$ cat config.mk
export PLATFORM = sky130hd
export DESIGN_NAME = glob_wildcard_matcher
export DESIGN_NICKNAME = d
export VERILOG_FILES = /design/src/hw/rtl/gwm_pkg.sv /design/src/hw/rtl/glob_wildcard_matcher.sv /design/src/hw/rtl/gwm_pattern.sv /design/src/hw/rtl/gwm_nfa.sv
export VERILOG_INCLUDE_DIRS = /design/src /design/src/hw/rtl
export SDC_FILE = /design/constraint.sdc
export NUM_CORES = 1
export LEC_CHECK = 0
export BUFFER_PORTS_ARGS = -buffer_cell sky130_fd_sc_hd__buf_2
export CORE_ASPECT_RATIO = 0.6
export CORE_MARGIN = 1
export CORE_UTILIZATION = 40
export CTS_BUF_LIST = sky130_fd_sc_hd__clkbuf_4
export DETAILED_ROUTE_END_ITERATION = 7
export HOLD_SLACK_MARGIN = 0.03
export PLACE_DENSITY = 0.63
export SETUP_SLACK_MARGIN = 0.02
export SLEW_MARGIN = 5
export SYNTH_ARGS = -nofsm -noshare
export SYNTH_HDL_FRONTEND = slang
export SYNTH_HIERARCHICAL = 1
export SYNTH_SLANG_ARGS = --single-unit
$ cat constraint.sdc
create_clock -name clk_i -period 3.6 [get_ports clk_i]
set_clock_uncertainty 0.15 [all_clocks]
set_input_delay 0.9 -clock clk_i [delete_from_list [all_inputs] [get_ports clk_i]]
set_output_delay 0.9 -clock clk_i [all_outputs]
set_load 0.02 [all_outputs]
$ cat src/hw/rtl/assert_macros.svh
// Assertion macros shared by the glob matcher RTL.
`ifndef ASSERT_MACROS_SVH
`define ASSERT_MACROS_SVH

// Property must hold at every clock edge outside reset.
`define GWM_ASSERT(lbl, prop, msg) \
  lbl: assert property (@(posedge clk_i) disable iff (!rst_ni) prop) \
    else $error(msg);

// Condition must never be seen at a clock edge outside reset.
`define GWM_ASSERT_NEVER(lbl, cond, msg) \
  lbl: assert property (@(posedge clk_i) disable iff (!rst_ni) !(cond)) \
    else $error(msg);

`endif

$ cat src/hw/rtl/gwm_pkg.sv
// Shared constants, types and helpers of the glob wildcard matcher.
package gwm_pkg;

  // Pattern capacity and derived widths
  localparam int unsigned PatMax   = 32;
  localparam int unsigned LenW     = $clog2(PatMax + 1);
  localparam int unsigned IdxW     = (PatMax > 1) ? $clog2(PatMax) : 1;
  localparam int unsigned VecW     = PatMax + 1;
  localparam int unsigned ScanLvls = $clog2(VecW);

  localparam logic [LenW-1:0] PatFull = LenW'(PatMax);

  // Special pattern characters
  localparam logic [7:0] CharStar = 8'h2A;
  localparam logic [7:0] CharAny  = 8'h3F;
  localparam logic [7:0] CharNul  = 8'h00;

  // Command codes of an input word
  typedef enum logic [1:0] {
    CmdClear  = 2'd0,
    CmdAppend = 2'd1,
    CmdName   = 2'd2,
    CmdEnd    = 2'd3
  } gwm_cmd_e;

  // Stored pattern as seen by the position tracker
  typedef struct packed {
    logic [PatMax-1:0][7:0] folded;   // case-folded pattern bytes
    logic [PatMax-1:0]      star;     // position holds '*'
    logic [PatMax-1:0]      any;      // position holds '?'
    logic [PatMax-1:0]      filled;   // position is below the length
    logic [LenW-1:0]        len;
    logic                   overflow;
  } gwm_pat_t;

  // ASCII case folding, upper to lower
  function automatic logic [7:0] fold_case(input logic [7:0] c);
    logic [7:0] r;
    r = c;
    if (c >= 8'h41 && c <= 8'h5A) begin
      r = c + 8'h20;
    end
    return r;
  endfunction

endpackage

$ cat src/hw/rtl/glob_wildcard_matcher.sv
// Top level of the case-insensitive streaming glob matcher.
//
// Input channel (in_valid_i / in_ready_o): one word per item, cmd_i and
// char_byte_i. Clear empties the pattern; append adds one pattern byte
// ('*' any run, '?' any one byte, others match case-folded); name feeds one
// byte of the name under test; end of name yields one result word. Zero
// bytes are ignored. Pattern bytes past 32 are dropped and flagged.
// Output channel (out_valid_o / out_ready_i): matched_o and
// pattern_truncated_o, one word per end-of-name.
// Result path: an accepted end-of-name word sits in the input register,
// then its verdict is loaded into the result register. Throughput is one
// word per cycle while no end-of-name word waits on a pending result,
// set by the combinational closure and advance of the 33-bit position
// vector.
// Reset: the pattern is empty, its overflow flag is clear and both
// channels are empty.
// Stall: while a result word waits, pattern and name words keep flowing;
// a further end-of-name word waits in the input register and ready drops
// until the result word is taken.
`include "assert_macros.svh"

module glob_wildcard_matcher (
  input  logic       clk_i,
  input  logic       rst_ni,
  input  logic       in_valid_i,
  output logic       in_ready_o,
  input  logic [1:0] cmd_i,
  input  logic [7:0] char_byte_i,
  output logic       out_valid_o,
  input  logic       out_ready_i,
  output logic       matched_o,
  output logic       pattern_truncated_o
);

  logic              in_valid_q, in_valid_d;
  gwm_pkg::gwm_cmd_e cmd_q;
  logic [7:0]        byte_q;
  logic              out_valid_q, out_valid_d;
  logic              matched_q;
  logic              trunc_q;
  logic              in_take;
  logic              in_adv;
  logic              is_end;
  logic              byte_nz;
  logic              nfa_match;
  gwm_pkg::gwm_pat_t pat;

  // Input register handshake
  assign is_end     = (cmd_q == gwm_pkg::CmdEnd);
  assign in_adv     = in_valid_q && (!is_end || !out_valid_q || out_ready_i);
  assign in_ready_o = !in_valid_q || in_adv;
  assign in_take    = in_valid_i && in_ready_o;
  assign byte_nz    = (byte_q != gwm_pkg::CharNul);

  always_comb begin
    in_valid_d = in_valid_q;
    if (in_take) begin
      in_valid_d = 1'b1;
    end else if (in_adv) begin
      in_valid_d = 1'b0;
    end
  end

  always_ff @(posedge clk_i) begin
    if (in_take) begin
      cmd_q  <= gwm_pkg::gwm_cmd_e'(cmd_i);
      byte_q <= char_byte_i;
    end
  end

  // Pattern store
  gwm_pattern u_pattern (
    .clk_i    (clk_i),
    .rst_ni   (rst_ni),
    .clear_i  (in_adv && (cmd_q == gwm_pkg::CmdClear)),
    .append_i (in_adv && (cmd_q == gwm_pkg::CmdAppend) && byte_nz),
    .byte_i   (byte_q),
    .pat_o    (pat)
  );

  // Position tracker
  gwm_nfa u_nfa (
    .clk_i     (clk_i),
    .rst_ni    (rst_ni),
    .pat_i     (pat),
    .clear_i   (in_adv && (cmd_q == gwm_pkg::CmdClear)),
    .step_i    (in_adv && (cmd_q == gwm_pkg::CmdName) && byte_nz),
    .end_i     (in_adv && is_end),
    .byte_i    (byte_q),
    .matched_o (nfa_match)
  );

  // Result register
  always_comb begin
    out_valid_d = out_valid_q;
    if (in_adv && is_end) begin
      out_valid_d = 1'b1;
    end else if (out_ready_i) begin
      out_valid_d = 1'b0;
    end
  end

  always_ff @(posedge clk_i) begin
    if (in_adv && is_end) begin
      matched_q <= nfa_match;
      trunc_q   <= pat.overflow;
    end
  end

  always_ff @(posedge clk_i or negedge rst_ni) begin
    if (!rst_ni) begin
      in_valid_q  <= 1'b0;
      out_valid_q <= 1'b0;
    end else begin
      in_valid_q  <= in_valid_d;
      out_valid_q <= out_valid_d;
    end
  end

  assign out_valid_o         = out_valid_q;
  assign matched_o           = matched_q;
  assign pattern_truncated_o = trunc_q;

  // Checks
  `GWM_ASSERT(a_end_gives_word, (in_adv && is_end) |=> out_valid_q, "end of name without result")
  `GWM_ASSERT(a_clear_drops_flag, (in_adv && cmd_q == gwm_pkg::CmdClear) |=> !pat.overflow, "overflow kept over clear")
  `GWM_ASSERT_NEVER(a_len_bound, pat.len > gwm_pkg::PatFull, "pattern length past capacity")
  `GWM_ASSERT(a_ovf_when_full, pat.overflow |-> (pat.len == gwm_pkg::PatFull), "overflow with room left")

endmodule

$ cat src/hw/rtl/gwm_pattern.sv
// Pattern storage: folded bytes, per-position flags, length and overflow flag.
module gwm_pattern (
  input  logic              clk_i,
  input  logic              rst_ni,
  input  logic              clear_i,
  input  logic              append_i,
  input  logic [7:0]        byte_i,
  output gwm_pkg::gwm_pat_t pat_o
);

  logic [gwm_pkg::PatMax-1:0][7:0] folded_q;
  logic [gwm_pkg::PatMax-1:0]      star_q, star_d;
  logic [gwm_pkg::PatMax-1:0]      any_q, any_d;
  logic [gwm_pkg::PatMax-1:0]      filled_q, filled_d;
  logic [gwm_pkg::LenW-1:0]        len_q, len_d;
  logic                            ovf_q, ovf_d;
  logic                            room;
  logic                            wr_en;
  logic [gwm_pkg::IdxW-1:0]        wr_idx;

  assign room   = (len_q < gwm_pkg::PatFull);
  assign wr_en  = append_i && room;
  assign wr_idx = len_q[gwm_pkg::IdxW-1:0];

  // Next state of the flags and length
  always_comb begin
    star_d   = star_q;
    any_d    = any_q;
    filled_d = filled_q;
    len_d    = len_q;
    ovf_d    = ovf_q;
    if (clear_i) begin
      star_d   = '0;
      any_d    = '0;
      filled_d = '0;
      len_d    = '0;
      ovf_d    = 1'b0;
    end else if (append_i) begin
      if (room) begin
        star_d[wr_idx]   = (byte_i == gwm_pkg::CharStar);
        any_d[wr_idx]    = (byte_i == gwm_pkg::CharAny);
        filled_d[wr_idx] = 1'b1;
        len_d            = len_q + gwm_pkg::LenW'(1);
      end else begin
        ovf_d = 1'b1;
      end
    end
  end

  always_ff @(posedge clk_i or negedge rst_ni) begin
    if (!rst_ni) begin
      star_q   <= '0;
      any_q    <= '0;
      filled_q <= '0;
      len_q    <= '0;
      ovf_q    <= 1'b0;
    end else begin
      star_q   <= star_d;
      any_q    <= any_d;
      filled_q <= filled_d;
      len_q    <= len_d;
      ovf_q    <= ovf_d;
    end
  end

  // Byte store, written at the current length
  always_ff @(posedge clk_i) begin
    if (wr_en) begin
      folded_q[wr_idx] <= gwm_pkg::fold_case(byte_i);
    end
  end

  assign pat_o.folded   = folded_q;
  assign pat_o.star     = star_q;
  assign pat_o.any      = any_q;
  assign pat_o.filled   = filled_q;
  assign pat_o.len      = len_q;
  assign pat_o.overflow = ovf_q;

endmodule

$ cat src/hw/rtl/gwm_nfa.sv
// Active position vector with star closure, per-byte advance and match check.
module gwm_nfa (
  input  logic              clk_i,
  input  logic              rst_ni,
  input  gwm_pkg::gwm_pat_t pat_i,
  input  logic              clear_i,
  input  logic              step_i,
  input  logic              end_i,
  input  logic [7:0]        byte_i,
  output logic              matched_o
);

  localparam logic [gwm_pkg::VecW-1:0] VecStart = gwm_pkg::VecW'(1);

  logic [gwm_pkg::VecW-1:0]                  vec_q, vec_d;
  logic [gwm_pkg::ScanLvls:0][gwm_pkg::VecW-1:0] gen, prop;
  logic [gwm_pkg::VecW-1:0]                  closed;
  logic [gwm_pkg::VecW-1:0]                  next_vec;
  logic [7:0]                                fc;

  // Star closure as a prefix scan: a set bit runs forward over star positions
  always_comb begin
    gen[0]  = vec_q;
    prop[0] = {pat_i.star & pat_i.filled, 1'b0};
    for (int l = 0; l < gwm_pkg::ScanLvls; l++) begin
      for (int k = 0; k < gwm_pkg::VecW; k++) begin
        if (k >= (1 << l)) begin
          gen[l+1][k]  = gen[l][k] | (prop[l][k] & gen[l][k-(1<<l)]);
          prop[l+1][k] = prop[l][k] & prop[l][k-(1<<l)];
        end else begin
          gen[l+1][k]  = gen[l][k];
          prop[l+1][k] = prop[l][k];
        end
      end
    end
  end

  assign closed = gen[gwm_pkg::ScanLvls];
  assign fc     = gwm_pkg::fold_case(byte_i);

  // One name byte: stars keep their position, matches move one on
  always_comb begin
    next_vec = '0;
    for (int i = 0; i < gwm_pkg::PatMax; i++) begin
      if (closed[i] && pat_i.filled[i]) begin
        if (pat_i.star[i]) begin
          next_vec[i] = 1'b1;
        end else if (pat_i.any[i] || (pat_i.folded[i] == fc)) begin
          next_vec[i+1] = 1'b1;
        end
      end
    end
  end

  // Vector update; restart after clear and after each result
  always_comb begin
    vec_d = vec_q;
    if (clear_i || end_i) begin
      vec_d = VecStart;
    end else if (step_i) begin
      vec_d = next_vec;
    end
  end

  always_ff @(posedge clk_i or negedge rst_ni) begin
    if (!rst_ni) begin
      vec_q <= VecStart;
    end else begin
      vec_q <= vec_d;
    end
  end

  assign matched_o = closed[pat_i.len];

endmodule
### Yosys cells after proc, flatten, opt, wreduce, memory -nomap -nowiden

Index checks and enable logic that the tools add are counted.

* add/sub/neg operators: 2
* $mul: 0
* divide/modulo/power cells: 0
* $lt $le $gt $ge: 6
* eq/ne operators: 38
* shifts and indexed selects: 0
* muxes and demuxes: 160
* bitwise gates (word level): 375
* reductions and logical operators: 91

Operators with widths (count)
* 32-bit 2-to-1 mux: 9
* 256-bit bitwise mux: 1
* 8-bit equality test: 32
* 1-bit AND: 238
* 1-bit bitwise OR: 135
* 1-bit 2-to-1 mux: 105
* 33-bit 2-to-1 mux: 2
* 32-bit bitwise mux: 2
* 2-bit 2-to-1 mux: 32
* 1-bit logical AND: 43
* 8-bit demux with 5-bit select: 1
* 1-bit logical OR: 36
* 32-bit AND: 1
* 32-bit bitwise OR: 1
* 8-bit 2-to-1 mux: 3
* 6-bit 2-to-1 mux: 3
* 8-bit by 6-bit equality test with 1-bit output (second input constant): 2
* 2-bit nonzero test: 5
* 8-bit by 6-bit adder with 8-bit output (second input constant): 1
* 8-bit by 7-bit greater-or-equal comparator with 1-bit output (second input constant): 1
* 8-bit by 7-bit <= comparator with 1-bit output (second input constant): 1
* 8-bit nonzero test: 1
* 6-bit by 7-bit < comparator with 1-bit output (second input constant): 1
* 6-bit by 1-bit adder with 6-bit output (second input constant): 1
* 11 further kinds: 15

* bits in registers: 406
* latch bits: 0
* memory bits (writable): 0
* ROM bits: 0
* bits of input ports: 14
* output and inout bits: 4
* logic and storage cells: 716
* memories: 0

### Depth between registers and ports, before layout

Gate-level depths: netlist of the first run.

* depth after elaboration: 72
* gate-level depth with buffers: 12
* mapped depth without buffers: 9

### By module

The synthesis of the first run kept the hierarchy.

Modules (own cells, without submodules)
* gwm_pattern: instances 1, cells each 706, area each 12311.8 um^2, seq. area each 10264.8 um^2
* gwm_nfa: instances 1, cells each 821, area each 6322.3 um^2, seq. area each 827.0 um^2
* glob_wildcard_matcher: instances 1, cells each 28, area each 514.2 um^2, seq. area each 410.4 um^2

### Least setup slack after synthesis of the first run

OpenSTA, ideal clock, no wires.

* path kind: reg-to-reg
* start point: register byte_q[3]
* end point: register u_nfa/vec_q[16] (netlist bit)
* library setup time: 66 ps
* data arrival time: 3015 ps
* data required time: 3384 ps
* path slack: 369 ps
* stages on the path, launching flop included: 12
* buffers on the path: 2
* period minus slack after synthesis: 3231 ps
* cells stage by stage: edfxtp_1 buf_2 or4_4 o22ai_2 nor3_2 a21oi_4 buf_6 xor2_2 a31oi_1 or4b_1 o21ai_1 a22o_1

* longest elaborated chain between the ends: 12
* elaborated cells between the ends (all ways): 17
* those cells by class: add/sub: 1; order compare: 2; eq/ne: 1; mux: 8; reduce/logical: 5

RTL lines
* from (decl): line glob_wildcard_matcher.sv:37 `logic [7:0] byte_q;`
* from (signal assigned): line glob_wildcard_matcher.sv:67 `byte_q <= char_byte_i;`
* 8-bit by 7-bit greater-or-equal comparator with 1-bit output or 8-bit by 7-bit <= comparator with 1-bit output (tied branches): line gwm_pkg.sv:40 `if (c >= 8'h41 && c <= 8'h5A) begin`
* 1-bit logical AND: line gwm_pkg.sv:40
* 8-bit 2-to-1 mux: line gwm_pkg.sv:40
* 8-bit equality test: line gwm_nfa.sv:48 `end else if (pat_i.any[i] || (pat_i.folded[i] == fc)) begin`
* 1-bit logical OR: line gwm_nfa.sv:48
* 1-bit 2-to-1 mux: line gwm_nfa.sv:48
* 1-bit 2-to-1 mux: line gwm_nfa.sv:46 `if (pat_i.star[i]) begin`
* 2-bit 2-to-1 mux: line gwm_nfa.sv:45 `if (closed[i] && pat_i.filled[i]) begin`
* 1-bit 2-to-1 mux: line gwm_nfa.sv:46
* 2-bit 2-to-1 mux: line gwm_nfa.sv:45
* 33-bit 2-to-1 mux: line gwm_nfa.sv:60 `end else if (step_i) begin`
* 33-bit 2-to-1 mux: line gwm_nfa.sv:58 `if (clear_i || end_i) begin`
* to (signal assigned): line gwm_nfa.sv:67 `vec_q <= VecStart;`
* to (signal assigned): line gwm_nfa.sv:69 `vec_q <= vec_d;`
* to (decl): line gwm_nfa.sv:15 `logic [gwm_pkg::VecW-1:0] vec_q, vec_d;`

Parallel ways exist; a longest one is shown, timed or not. The select of a mux whose other input is x is not followed.
A chain may end at the register's enable or synchronous reset.

### Worst setup path after layout of the first run

* start point: register u_pattern/star_q[7] (netlist bit)
* end point: register matched_q (netlist: matched_o) (data pin)

* longest elaborated chain between the ends: 12
* elaborated cells between the ends (all ways): 114
* those cells by class: mux: 2; bitwise: 112

RTL lines
* from (decl): line gwm_pattern.sv:12 `logic [gwm_pkg::PatMax-1:0] star_q, star_d;`
* from (signal assigned): line gwm_pattern.sv:58 `star_q <= star_d;`
* 32-bit AND *: line gwm_nfa.sv:24 `prop[0] = {pat_i.star & pat_i.filled, 1'b0};`
* 1-bit AND, on equally long branches: line gwm_nfa.sv:28, gwm_nfa.sv:29
* 1-bit bitwise OR (tied with other cells): line gwm_nfa.sv:28 `gen[l+1][k] = gen[l][k] | (prop[l][k] & gen[l][k-(1<<l)]);`
* 1-bit AND or 1-bit bitwise OR (tied branches): line gwm_nfa.sv:28
* 1-bit bitwise OR: line gwm_nfa.sv:28
* 1-bit AND: line gwm_nfa.sv:28
* 1-bit bitwise OR: line gwm_nfa.sv:28
* 1-bit AND or 1-bit bitwise OR (tied branches): line gwm_nfa.sv:28
* 1-bit bitwise OR or 1-bit AND (tied branches): line gwm_nfa.sv:28
* 1-bit bitwise OR: line gwm_nfa.sv:28
* 1-bit binary-select mux with 6-bit select *: line gwm_nfa.sv:73 `assign matched_o = closed[pat_i.len];`
* 1-bit 2-to-1 mux (implied by the code) *: line gwm_nfa.sv:73
* net nfa_match: line glob_wildcard_matcher.sv:45 `logic nfa_match;`
* to (signal assigned): line glob_wildcard_matcher.sv:105 `matched_q <= nfa_match;`
* to (decl): line glob_wildcard_matcher.sv:39 `logic matched_q;`

The timed path passes the listed nets; every way through them passes the cells marked *. The select of a mux whose other input is x is not followed.

==> results of run 1 <==
worst max-delay path: stages (launching register included):
cell       delay [ns]
dfrtp_1          0.46
nand4_2          0.24
or4_1            0.57
a211oi_2         0.44
nor2_1           0.20
o211a_1          0.29
or3_1            0.31
a31oi_1          0.28
o2111ai_1        0.17
nand3_1          0.15
layout by cell type, fill, tap and decap left out, types with 7 or more instances in the layout:
cell	instances
nand2b_1	68
buf_4	63
and2_1	12
dfrtp_1	137
o21ai_0	32
o21ai_1	25
nand3b_1	15
nand3_1	60
buf_2	16
clkinv_1	20
nor4_1	34
buf_12	9
nand2_1	86
inv_1	14
xnor2_1	99
o31ai_1	8
inv_2	17
clkbuf_4	146
a22o_1	13
nor2_1	114
nor3_1	14
a31oi_1	64
o22ai_1	7
nor4b_1	9
a21oi_1	37
mux2i_1	49
edfxtp_1	268
nand4_1	12
xor2_1	159
power by group:
part / leakage, nW / internal [mW] / switching (mW)
combinational: 2.86 / 0.276 / 0.579
sequential: 4.33 / 5.05 / 0.0589
clock: 0.720 / 1.85 / 1.82
total: 7.91 / 7.18 / 2.46
flip-flops by register name, summed over array words and instances, names as in the netlist:
signal / cells
u_pattern/star_q: 32
u_nfa/vec_q: 33
out_valid_o: 1
u_pattern/any_q: 32
in_valid_q: 1
u_pattern/filled_q: 32
u_pattern/ovf_q: 1
pattern_truncated_o: 1
cmd_q: 2
matched_o: 1
byte_q: 8
u_pattern/pat_o: 256
u_pattern/len_q: 6
repair_timing:
action                                  CTS  global route
hold endpoints to repair                 68             0
endpoints found under the setup margin    0             1
hold buffers                              1             0
resized for setup                         0             2
layer usage:
layer  track usage  vias up  wire length [µm]
met1         0.307     6392             24100
met3        0.0407       74              3450
met4        0.0678        0               933
met5             0        -                 0
met2         0.279      448             19500
li1              -     5966                 -
cells by family (layout without fill, tap and decap cells):
family,after synthesis,in the layout,synth area share
flip-flops,406,406,0.601
multiplexers,50,50,0.0262
AO/OA/AOI/OAI,259,259,0.0929
XOR/XNOR,259,259,0.119
buffers and inverters,98,292,0.0231
AND/OR/NAND/NOR,477,477,0.134
adder cells (fa/ha/maj),6,6,0.00392
other,0,1,0
worst paths after layout:
path	start	end	slack, ns	cells past startpoint
min	char_byte_i[1]	byte_q[1]$_DFFE_PP_	0.13	1
max	u_pattern/star_q[7]$_DFFE_PN0P_	matched_o$_DFFE_PP_	0.17	9
max reg2reg	u_pattern/star_q[7]$_DFFE_PN0P_	matched_o$_DFFE_PP_	0.17	9
min in group asynchronous	rst_ni	u_pattern/any_q[26]$_DFFE_PN0P_	0.56	2
max in group asynchronous	rst_ni	u_nfa/vec_q[0]$_DFFE_PN1P_	1.98	3
min reg2reg	u_pattern/star_q[31]$_DFFE_PN0P_	u_nfa/vec_q[32]$_DFFE_PN0P_	0.34	1
layout make-up:
cell class / count / area, µm²
antenna: 1 / 2.50
sequential: 406 / 11500
fill: 4275 / 25200
clock buffer: 146 / 1100
tap: 630 / 788
clock inverter: 26 / 116
multi-input combinational: 1051 / 7240
inverter: 30 / 113
timing repair buffer: 90 / 754
stage by stage:
step	hold WS (ns)	util	setup WS [ns]
6_report	0.134	0.462	0.165
3_5_place_dp	0.317	0.436	0.148
4_1_cts	0.0836	0.462	0.0666
3_3_place_gp	0.307	0.436	0.172
5_1_grt	0.0789	0.462	0.0575
2_1_floorplan	0.299	-	0.369
==> results by group, run 1 <==
Synthesis
  • Area leader, netlist: edfxtp_1
  • Syn_nets: 1575
  • Yosys cell types: 85
  • Async S/R FF share, synth: 0.340
  • Commonest cells in the netlist: edfxtp_1 (268), xor2_1 (159), dfrtp_1 (137)
  • Synthesized area: 19100 µm²
  • Most instantiated library cell after synthesis: edfxtp_1
  • Syn avg cell area: 12.3 µm²
  • Sequential share of the synthesized area: 0.601
  • FF+latch count, synth: 406
  • YS warnings: 6
  • Post-synth EDFFs: 268
  • Top cells by area, synth: edfxtp_1 (42%), dfrtp_1 (18%), xor2_1 (7.3%), xnor2_1 (4.5%), mux2i_1 (2.6%)
  • Synth Flop Type: edfxtp_1
  • Synth top area share: 0.420
  • Synth Instances: 1555

Timing
  • Fmax: 291 MHz
  • Final min period: 3.43 ns
  • Worst Tran Pin Value: 0.999 ns
  • Hold violation total from the final report: 0
  • Slew Limit Fails: 0
  • Final worst-path cycle share: 0.954
  • RSZ-0062 raised after global routing: no
  • # setup viols final: 0
  • Setup_tns: 0 ns
  • Max-slew headroom: 0.334

Placed design
  • DP Area: 20400 µm²
  • Gp weighted congestion: 0.942
  • IO Port Bufs: 17
  • HPWL after DPL: 30.6 mm
  • Cells after DPL: 2206

Clock tree
  • Clock Tree Buf Depth: 3
  • Clock Tree Root: clkbuf_4
  • Num CTS Buffers: 91
  • CTS sink cnt: 406
  • H-tree Lvls: 3
  • Worst skew pair latency: 0.80 ns
  • CTS clk-pin slew, worst paths: 0.08 ns
  • Setup repair bufs after CTS: 0
  • CTS tree: yes

Layout
  • Layout cells sized above 1: 0.170
  • Design Area, Final: 21600 µm²
  • Nets: 1690
  • Final Non-Filler Cells: 2380
  • Layout overhead on the synthesized area: 12.9%

Die
  • Die area: 48800 µm²
  • Die W: 284 µm
  • Row cnt: 61
  • Core Footprint: 46800 µm²
  • Die height: 171 µm
  • Initial Util: 0.409
  • I/O pin count: 18

Setup path
  • Critical Path AT: 3.91 ns
  • Crit. End Element: flip-flop
  • Setup CP Type: reg2reg
  • Setup crit start kind: flip-flop
  • Worst EP required: 4.07 ns
  • Critical path peak fanout: 8

Drt
  • Routed Antenna Nets: 0
  • Routed via count: 12.9k
  • DRC: 0
  • Initial DRC count: 1163
  • DRT Pass-1 Iters: 5
  • Via/cell ratio: 5.41
  • Total Routed Length: 48.0 mm
  • Wirelength per Cell: 20.2 µm

Power and ir drop
  • Pwr per Cell Area: 446 nW/µm²
  • Peak supply drop: 0.335 mV
  • Pwr Total: 9.64 mW
  • Pleak: 7.91 nW

Min path
  • HP Class: in2reg

Global routing
  • Grt ovf: 0
  • Vias in the first global route: 12.8k
  • Initial antenna violation count: 1
  • Total track usage: 0.200
  • Global-route wire length before repair: 74.8 mm
  • Largest net degree at the start of global routing: 72

Outcome
  • Outcome: finished clean

Flow run
  • Max-cap violations: 0
(Power assumes the default switching activity.)
==> run 2, diff against run 1 <==
- clock period: 3.6 -> 4.4 ns (I/O delays scaled with it)
==> results by group, run 2 (synthesized netlist as in run 1, its figures left out) <==
Flow run
  • Max-cap violations: 0 (unchanged)

Timing
  • Slew Limit Fails: 0 (unchanged)
  • Max-slew headroom: 0.211 (-0.124)
  • Setup_tns: 0 ns (unchanged)
  • Fmax: 291 MHz (+0.11%)
  • RSZ-0062 raised after global routing: no
  • # setup viols final: 0 (unchanged)
  • Worst Tran Pin Value: 1.18 ns (+0.181 ns)
  • Worst hold margin: 0.191 ns (+0.0569 ns)
  • Hold violation total from the final report: 0 (unchanged)
  • Final worst-path cycle share: 0.780 (-0.174)
  • Final min period: 3.43 ns (-0.00381 ns)

Power and ir drop
  • Pleak: 7.76 nW (-1.9%)
  • Peak supply drop: 0.273 mV (-19%)
  • Seq pwr share: 0.525 (-0.005)
  • Cell Int Power: 6.02 mW (-16%)
  • Logic pwr share: 0.077 (-0.012)
  • Clock power frac: 0.398 (+0.017)
  • Sw Pwr: 2.03 mW (-18%)
  • Pwr per Cell Area: 376 nW/µm² (-16%)
  • Net Sw Frac: 0.252 (-0.00332)

Setup path
  • Critical path peak fanout: 8 (unchanged)
  • Worst EP required: 4.79 ns (+0.72 ns)
  • Setup crit end: matched_o$_DFFE_PP_
  • Setup CP Type: reg2reg
  • Crit. End Element: flip-flop
  • Buffers plus inverters on the worst setup path: 0 (unchanged)
  • Critical path's largest stage delay: 0.60 ns (+0.03 ns)
  • Ordered list of cells on the worst path: a311o_1 > a31oi_1 > o211ai_1 > nor4_4 > or2_2 > mux2i_1 > a41o_1 > o41ai_1 > nand3_1
  • Critical Path AT: 3.82 ns (-0.09 ns)
  • Crit-path slowest cell: nor4_4
  • FF-to-FF setup slack: 0.97 ns (+0.80 ns)
  • Setup crit start kind: flip-flop
  • CP top delay family: compound AO/OA/AOI/OAI gates
  • FF-to-FF End: matched_o$_DFFE_PP_
  • Reg2reg path depth: 9 (unchanged)
  • Stages on worst setup path: 9 (unchanged)
  • Critical R2R Launch: u_pattern/star_q[9]$_DFFE_PN0P_
  • CP Launch Point: u_pattern/star_q[9]$_DFFE_PN0P_

Global routing
  • Initial antenna violation count: 1 (unchanged)
  • Global-route wire length before repair: 74.7 mm (-0.17%)
  • Total track usage: 0.200 (-0.000372)
  • Grt ovf: 0 (unchanged)
  • Vias in the first global route: 12.6k (-1.8%)
  • Largest net degree at the start of global routing: 106 (+47%)

Drt
  • Highest routed metal layer: met4
  • DRC: 0 (unchanged)
  • Routed via count: 12.7k (-1.7%)
  • DRT Pass-1 Iters: 5 (unchanged)
  • Wirelength per Cell: 20.2 µm (about the same)
  • Routed Antenna Nets: 0 (unchanged)
  • Total Routed Length: 47.5 mm (-1.0%)
  • Met2 WL: 18.7 mm (-4.4%)
  • Via/cell ratio: 5.38 (-0.53%)
  • Metal1 wirelength: 24.1 mm (about the same)
  • Initial DRC count: 1188 (+2.1%)
  • Routed wl met3: 3.52 mm (+2.0%)

Clock tree
  • Clock Tree Root: clkbuf_4
  • Worst skew pair latency: 0.81 ns (about the same)
  • Num CTS Buffers: 95 (+4.4%)
  • H-tree Lvls: 3 (unchanged)
  • CTS tree: yes
  • CTS sink cnt: 406 (unchanged)
  • Setup repair bufs after CTS: 0 (unchanged)
  • Clock Tree Buf Depth: 3 (unchanged)
  • Hold buffers post-CTS: 0 (-1)
  • # resized after CTS: 0 (unchanged)
  • CTS clk-pin slew, worst paths: 0.08 ns (about the same)

Die
  • Row cnt: 61 (unchanged)
  • Die area: 48800 µm² (unchanged)
  • Initial Util: 0.409 (unchanged)
  • Core Footprint: 46800 µm² (unchanged)
  • I/O pin count: 18 (unchanged)
  • Die W: 284 µm (unchanged)
  • Die height: 171 µm (unchanged)

Min path
  • HP Class: in2async

Layout
  • Most frequent cells in the layout: edfxtp_1 (268), clkbuf_4 (159), xor2_1 (159)
  • Layout overhead on the synthesized area: 11.6%
  • Most common cell after layout, fill and taps aside: edfxtp_1
  • Nets: 1659 (-1.8%)
  • Max reg flops: 256 (unchanged)
  • Layout cells sized above 1: 0.159 (-0.0112)

Placed design
  • HPWL after DPL: 29.4 mm (-3.9%)
  • IO Port Bufs: 17 (unchanged)
  • Gp weighted congestion: 0.955 (+1.3%)

Outcome
  • Outcome: finished clean
[run 2: cell count changes in the layout (fill, tap and decap cells not counted), sizes merged]
cell	change
buf	-34
clkbuf	+13
clkinv	-6
bufinv	+1
diode	+1
dlygate4sd3	-1
inv	-1
[run 2: layout make-up]
| cell class | count | area (µm²) |
|---|---|---|
| repair buffers | 55 | 427 |
| flip-flops and latches | 406 | 11500 |
| clock inverters | 20 | 114 |
| diodes | 2 | 5.00 |
| clock buffers | 159 | 1190 |
| fillers | 4295 | 25400 |
| inverters | 30 | 113 |
| multi-input cells | 1051 | 7230 |
| well taps | 630 | 788 |
[run 2: how the worst min path moves through the flow]
stage	startpoint	end	slack, ns	depth (start not counted)
floorplan	u_nfa/vec_q[32]$_DFFE_PN0P_	u_nfa/vec_q[32]$_DFFE_PN0P_	0.30	2
CTS	rst_ni	u_pattern/any_q[26]$_DFFE_PN0P_	0.18	1
finish	rst_ni	u_pattern/any_q[26]$_DFFE_PN0P_	0.19	1
detailed placement	u_pattern/ovf_q$_DFFE_PN0P_	pattern_truncated_o$_DFFE_PP_	0.29	0
global placement	u_pattern/ovf_q$_DFFE_PN0P_	pattern_truncated_o$_DFFE_PP_	0.29	0
global route	rst_ni	u_pattern/any_q[26]$_DFFE_PN0P_	0.20	1
[run 2: layer usage]
layer	global-route usage	vias to the layer above
li1	-	5914
met1	0.302	6246
met2	0.274	426
met3	0.0534	80
met4	0.0673	0
met5	0	-
[run 2: metrics by stage]
stage               area (µm²)  power, mW  setup WS, ns   util  instances
floorplan                19100       4.67          1.17      -       1555
global placement         20100       4.90          1.01  0.429       2172
global route             21400       8.40         0.781  0.457       2353
CTS                      21400       8.14         0.993  0.457       2351
detailed placement       20100       4.91          1.01  0.429       2172
finish                   21400       8.05         0.969  0.457       2353
[run 2: power by group through the flow]
stage / clock, mW / combinational, mW / sequential, mW
final: 3.20 / 0.616 / 4.23
after global routing: 3.50 / 0.672 / 4.23
after floorplan: 0 / 0.401 / 4.27
after global placement: 0 / 0.604 / 4.30
after detailed placement: 0 / 0.608 / 4.30
after CTS: 3.30 / 0.612 / 4.22
==> run 3, diff against run 2 <==
- clock period: 4.4 -> 3.4 ns (I/O delays scaled with it)
==> results by group, run 3 (synthesized netlist as in run 1, its figures left out) <==
Outcome
  • Outcome: finished clean

Global routing
  • Grt ovf: 0 (unchanged)
  • Total track usage: 0.203 (+0.00288)
  • Initial antenna violation count: 2 (+1)
  • Global-route wire length before repair: 76.0 mm (+1.7%)
  • Vias in the first global route: 12.7k (+1.3%)
  • Largest net degree at the start of global routing: 72 (-32%)

Timing
  • RSZ-0062 raised after global routing: no
  • Slew Limit Fails: 0 (unchanged)
  • # setup viols final: 0 (unchanged)
  • Worst hold margin: 0.0943 ns (-0.0970 ns)
  • Hold violation total from the final report: 0 (unchanged)
  • Final worst-path cycle share: 0.962 (+0.183)
  • Setup_tns: 0 ns (unchanged)
  • Final min period: 3.27 ns (-0.159 ns)
  • Worst Tran Pin Value: 0.802 ns (-0.378 ns)
  • Final WS setup: 0.128 ns (-0.841 ns)
  • Max-slew headroom: 0.460 (+0.249)
  • Fmax: 306 MHz (+4.9%)

Power and ir drop
  • Pleak: 8.12 nW (+4.5%)
  • Seq pwr share: 0.521 (-0.004)
  • Peak supply drop: 0.390 mV (+43%)
  • Logic pwr share: 0.090 (+0.013)
  • Net Sw Frac: 0.248 (-0.00403)
  • Clock power frac: 0.389 (-0.009)
  • Cell Int Power: 7.81 mW (+30%)
  • Pwr Total: 10.4 mW (+29%)
  • Sw Pwr: 2.58 mW (+27%)
  • Pwr per Cell Area: 473 nW/µm² (+26%)

Layout
  • Final Non-Filler Cells: 2412 (+2.5%)
  • Fill count: 4237 (-1.4%)
  • Final Core Density: 0.469 (+0.0123)
  • Most common cell after layout, fill and taps aside: edfxtp_1
  • Nets: 1722 (+3.8%)
  • Most frequent cells in the layout: edfxtp_1 (268), xor2_1 (159), clkbuf_4 (150)
  • Design Area, Final: 21900 µm² (+2.7%)
  • Layout overhead on the synthesized area: 14.6%
  • Layout cells sized above 1: 0.185 (+0.0264)
  • Max reg flops: 256 (unchanged)

Setup path
  • FF-to-FF End: matched_o$_DFFE_PP_
  • Setup crit end: matched_o$_DFFE_PP_
  • Critical R2R Launch: u_pattern/star_q[7]$_DFFE_PN0P_
  • Critical path peak fanout: 6 (-2)
  • FF-to-FF setup slack: 0.13 ns (-0.84 ns)
  • Worst EP required: 3.88 ns (-0.91 ns)
  • Reg2reg path depth: 11 (+2)
  • Setup crit start kind: flip-flop
  • Critical Path AT: 3.75 ns (-0.07 ns)
  • Crit. End Element: flip-flop
  • Setup CP Type: reg2reg
  • CP Launch Point: u_pattern/star_q[7]$_DFFE_PN0P_

Die
  • I/O pin count: 18 (unchanged)
  • Die height: 171 µm (unchanged)
  • Initial Util: 0.409 (unchanged)
  • Core Footprint: 46800 µm² (unchanged)
  • Row cnt: 61 (unchanged)
  • Die area: 48800 µm² (unchanged)
  • Die W: 284 µm (unchanged)

Placed design
  • Gp weighted congestion: 0.946 (-0.91%)
  • HPWL after DPL: 30.8 mm (+4.8%)
  • DP Area: 20600 µm² (+2.7%)
  • Cells after DPL: 2233 (+2.8%)
  • Pre-CTS setup slack: 0.130 ns (-0.880 ns)
  • IO Port Bufs: 17 (unchanged)

Drt
  • Wirelength per Cell: 20.1 µm (-0.57%)
  • Initial DRC count: 1114 (-6.2%)
  • Routed Antenna Nets: 0 (unchanged)
  • Total Routed Length: 48.4 mm (+1.9%)
  • DRC: 0 (unchanged)
  • Via/cell ratio: 5.32 (-1.2%)
  • Routed via count: 12.8k (+1.2%)
  • DRT Pass-1 Iters: 5 (unchanged)

Flow run
  • Max-cap violations: 0 (unchanged)

Clock tree
  • CTS tree: yes
  • H-tree Lvls: 3 (unchanged)
  • Worst skew pair latency: 0.80 ns (about the same)
  • CTS sink cnt: 406 (unchanged)
  • Clock Tree Root: clkbuf_4
  • Clock Tree Buf Depth: 3 (unchanged)
  • CTS clk-pin slew, worst paths: 0.07 ns (about the same)
  • Num CTS Buffers: 91 (-4.2%)

Min path
  • HP Class: in2reg
-- run 3: cell count changes in the layout (fill, tap and decap cells not counted), moves of 2 or more --
| cell | previous run | this run |
|---|---|---|
| buf_4 | 34 | 88 |
| clkbuf_4 | 159 | 150 |
| buf_12 | 4 | 12 |
| dlygate4sd3_1 | 0 | 4 |
| clkinv_1 | 16 | 14 |
| diode_2 | 2 | 4 |
-- run 3: what timing repair did --
item	CTS	global route
hold buffers	4	0
endpoints found under the hold margin	29	0
setup endpoints to repair	0	9
resized for setup	0	2
buffers inserted	0	2
-- run 3: worst max-delay path, stage by stage, from the launching register on --
cell	delay (ns)
dfrtp_1	0.36
nand4_2	0.20
buf_4	0.20
or4_1	0.53
o32ai_2	0.41
o2111ai_1	0.18
o211ai_1	0.22
nor2_1	0.07
a2111oi_0	0.44
buf_4	0.19
o41ai_1	0.06
nand3_1	0.11
-- run 3: layer usage --
| layer | vias to the layer above | GRT usage | share of wire |
|---|---|---|---|
| met4 | 0 | 0.0734 | 0.024 |
| met5 | - | 0 | 0 |
| met3 | 90 | 0.0467 | 0.074 |
| met2 | 416 | 0.269 | 0.39 |
| met1 | 6279 | 0.317 | 0.51 |
| li1 | 6037 | - | - |
-- run 3: how the worst min path moves through the flow --
| stage | slack (ns) | end | start | depth (start not counted) |
|---|---|---|---|---|
| after global routing | 0.03 | byte_q[2]$_DFFE_PP_ | char_byte_i[2] | 1 |
| after global placement | 0.29 | pattern_truncated_o$_DFFE_PP_ | u_pattern/ovf_q$_DFFE_PN0P_ | 0 |
| after CTS | 0.03 | byte_q[2]$_DFFE_PP_ | char_byte_i[2] | 1 |
| after floorplan | 0.30 | u_nfa/vec_q[32]$_DFFE_PN0P_ | u_nfa/vec_q[32]$_DFFE_PN0P_ | 2 |
| after detailed placement | 0.31 | pattern_truncated_o$_DFFE_PP_ | u_pattern/ovf_q$_DFFE_PN0P_ | 0 |
| final | 0.09 | byte_q[2]$_DFFE_PP_ | char_byte_i[2] | 1 |
-- run 3: final cells by class --
class	instances	area, µm²	share of cell area
Clock buffer	150	1130	0.0513
Antenna cell	4	10.0	0.000456
Tap cell	630	788	0.0359
Multi-Input combinational cell	1051	7240	0.330
Inverter	30	113	0.00513
Timing Repair Buffer	122	1040	0.0475
Sequential cell	406	11500	0.524
Clock inverter	19	129	0.00587
-- run 3: power groups by stage --
stage	Combinational [mW]	Clock, mW	Sequential, mW
after floorplan	0.519	0	5.52
after global placement	0.901	0	5.51
after detailed placement	0.915	0	5.51
after CTS	0.923	4.17	5.41
after global routing	1.01	4.41	5.42
final	0.937	4.04	5.41
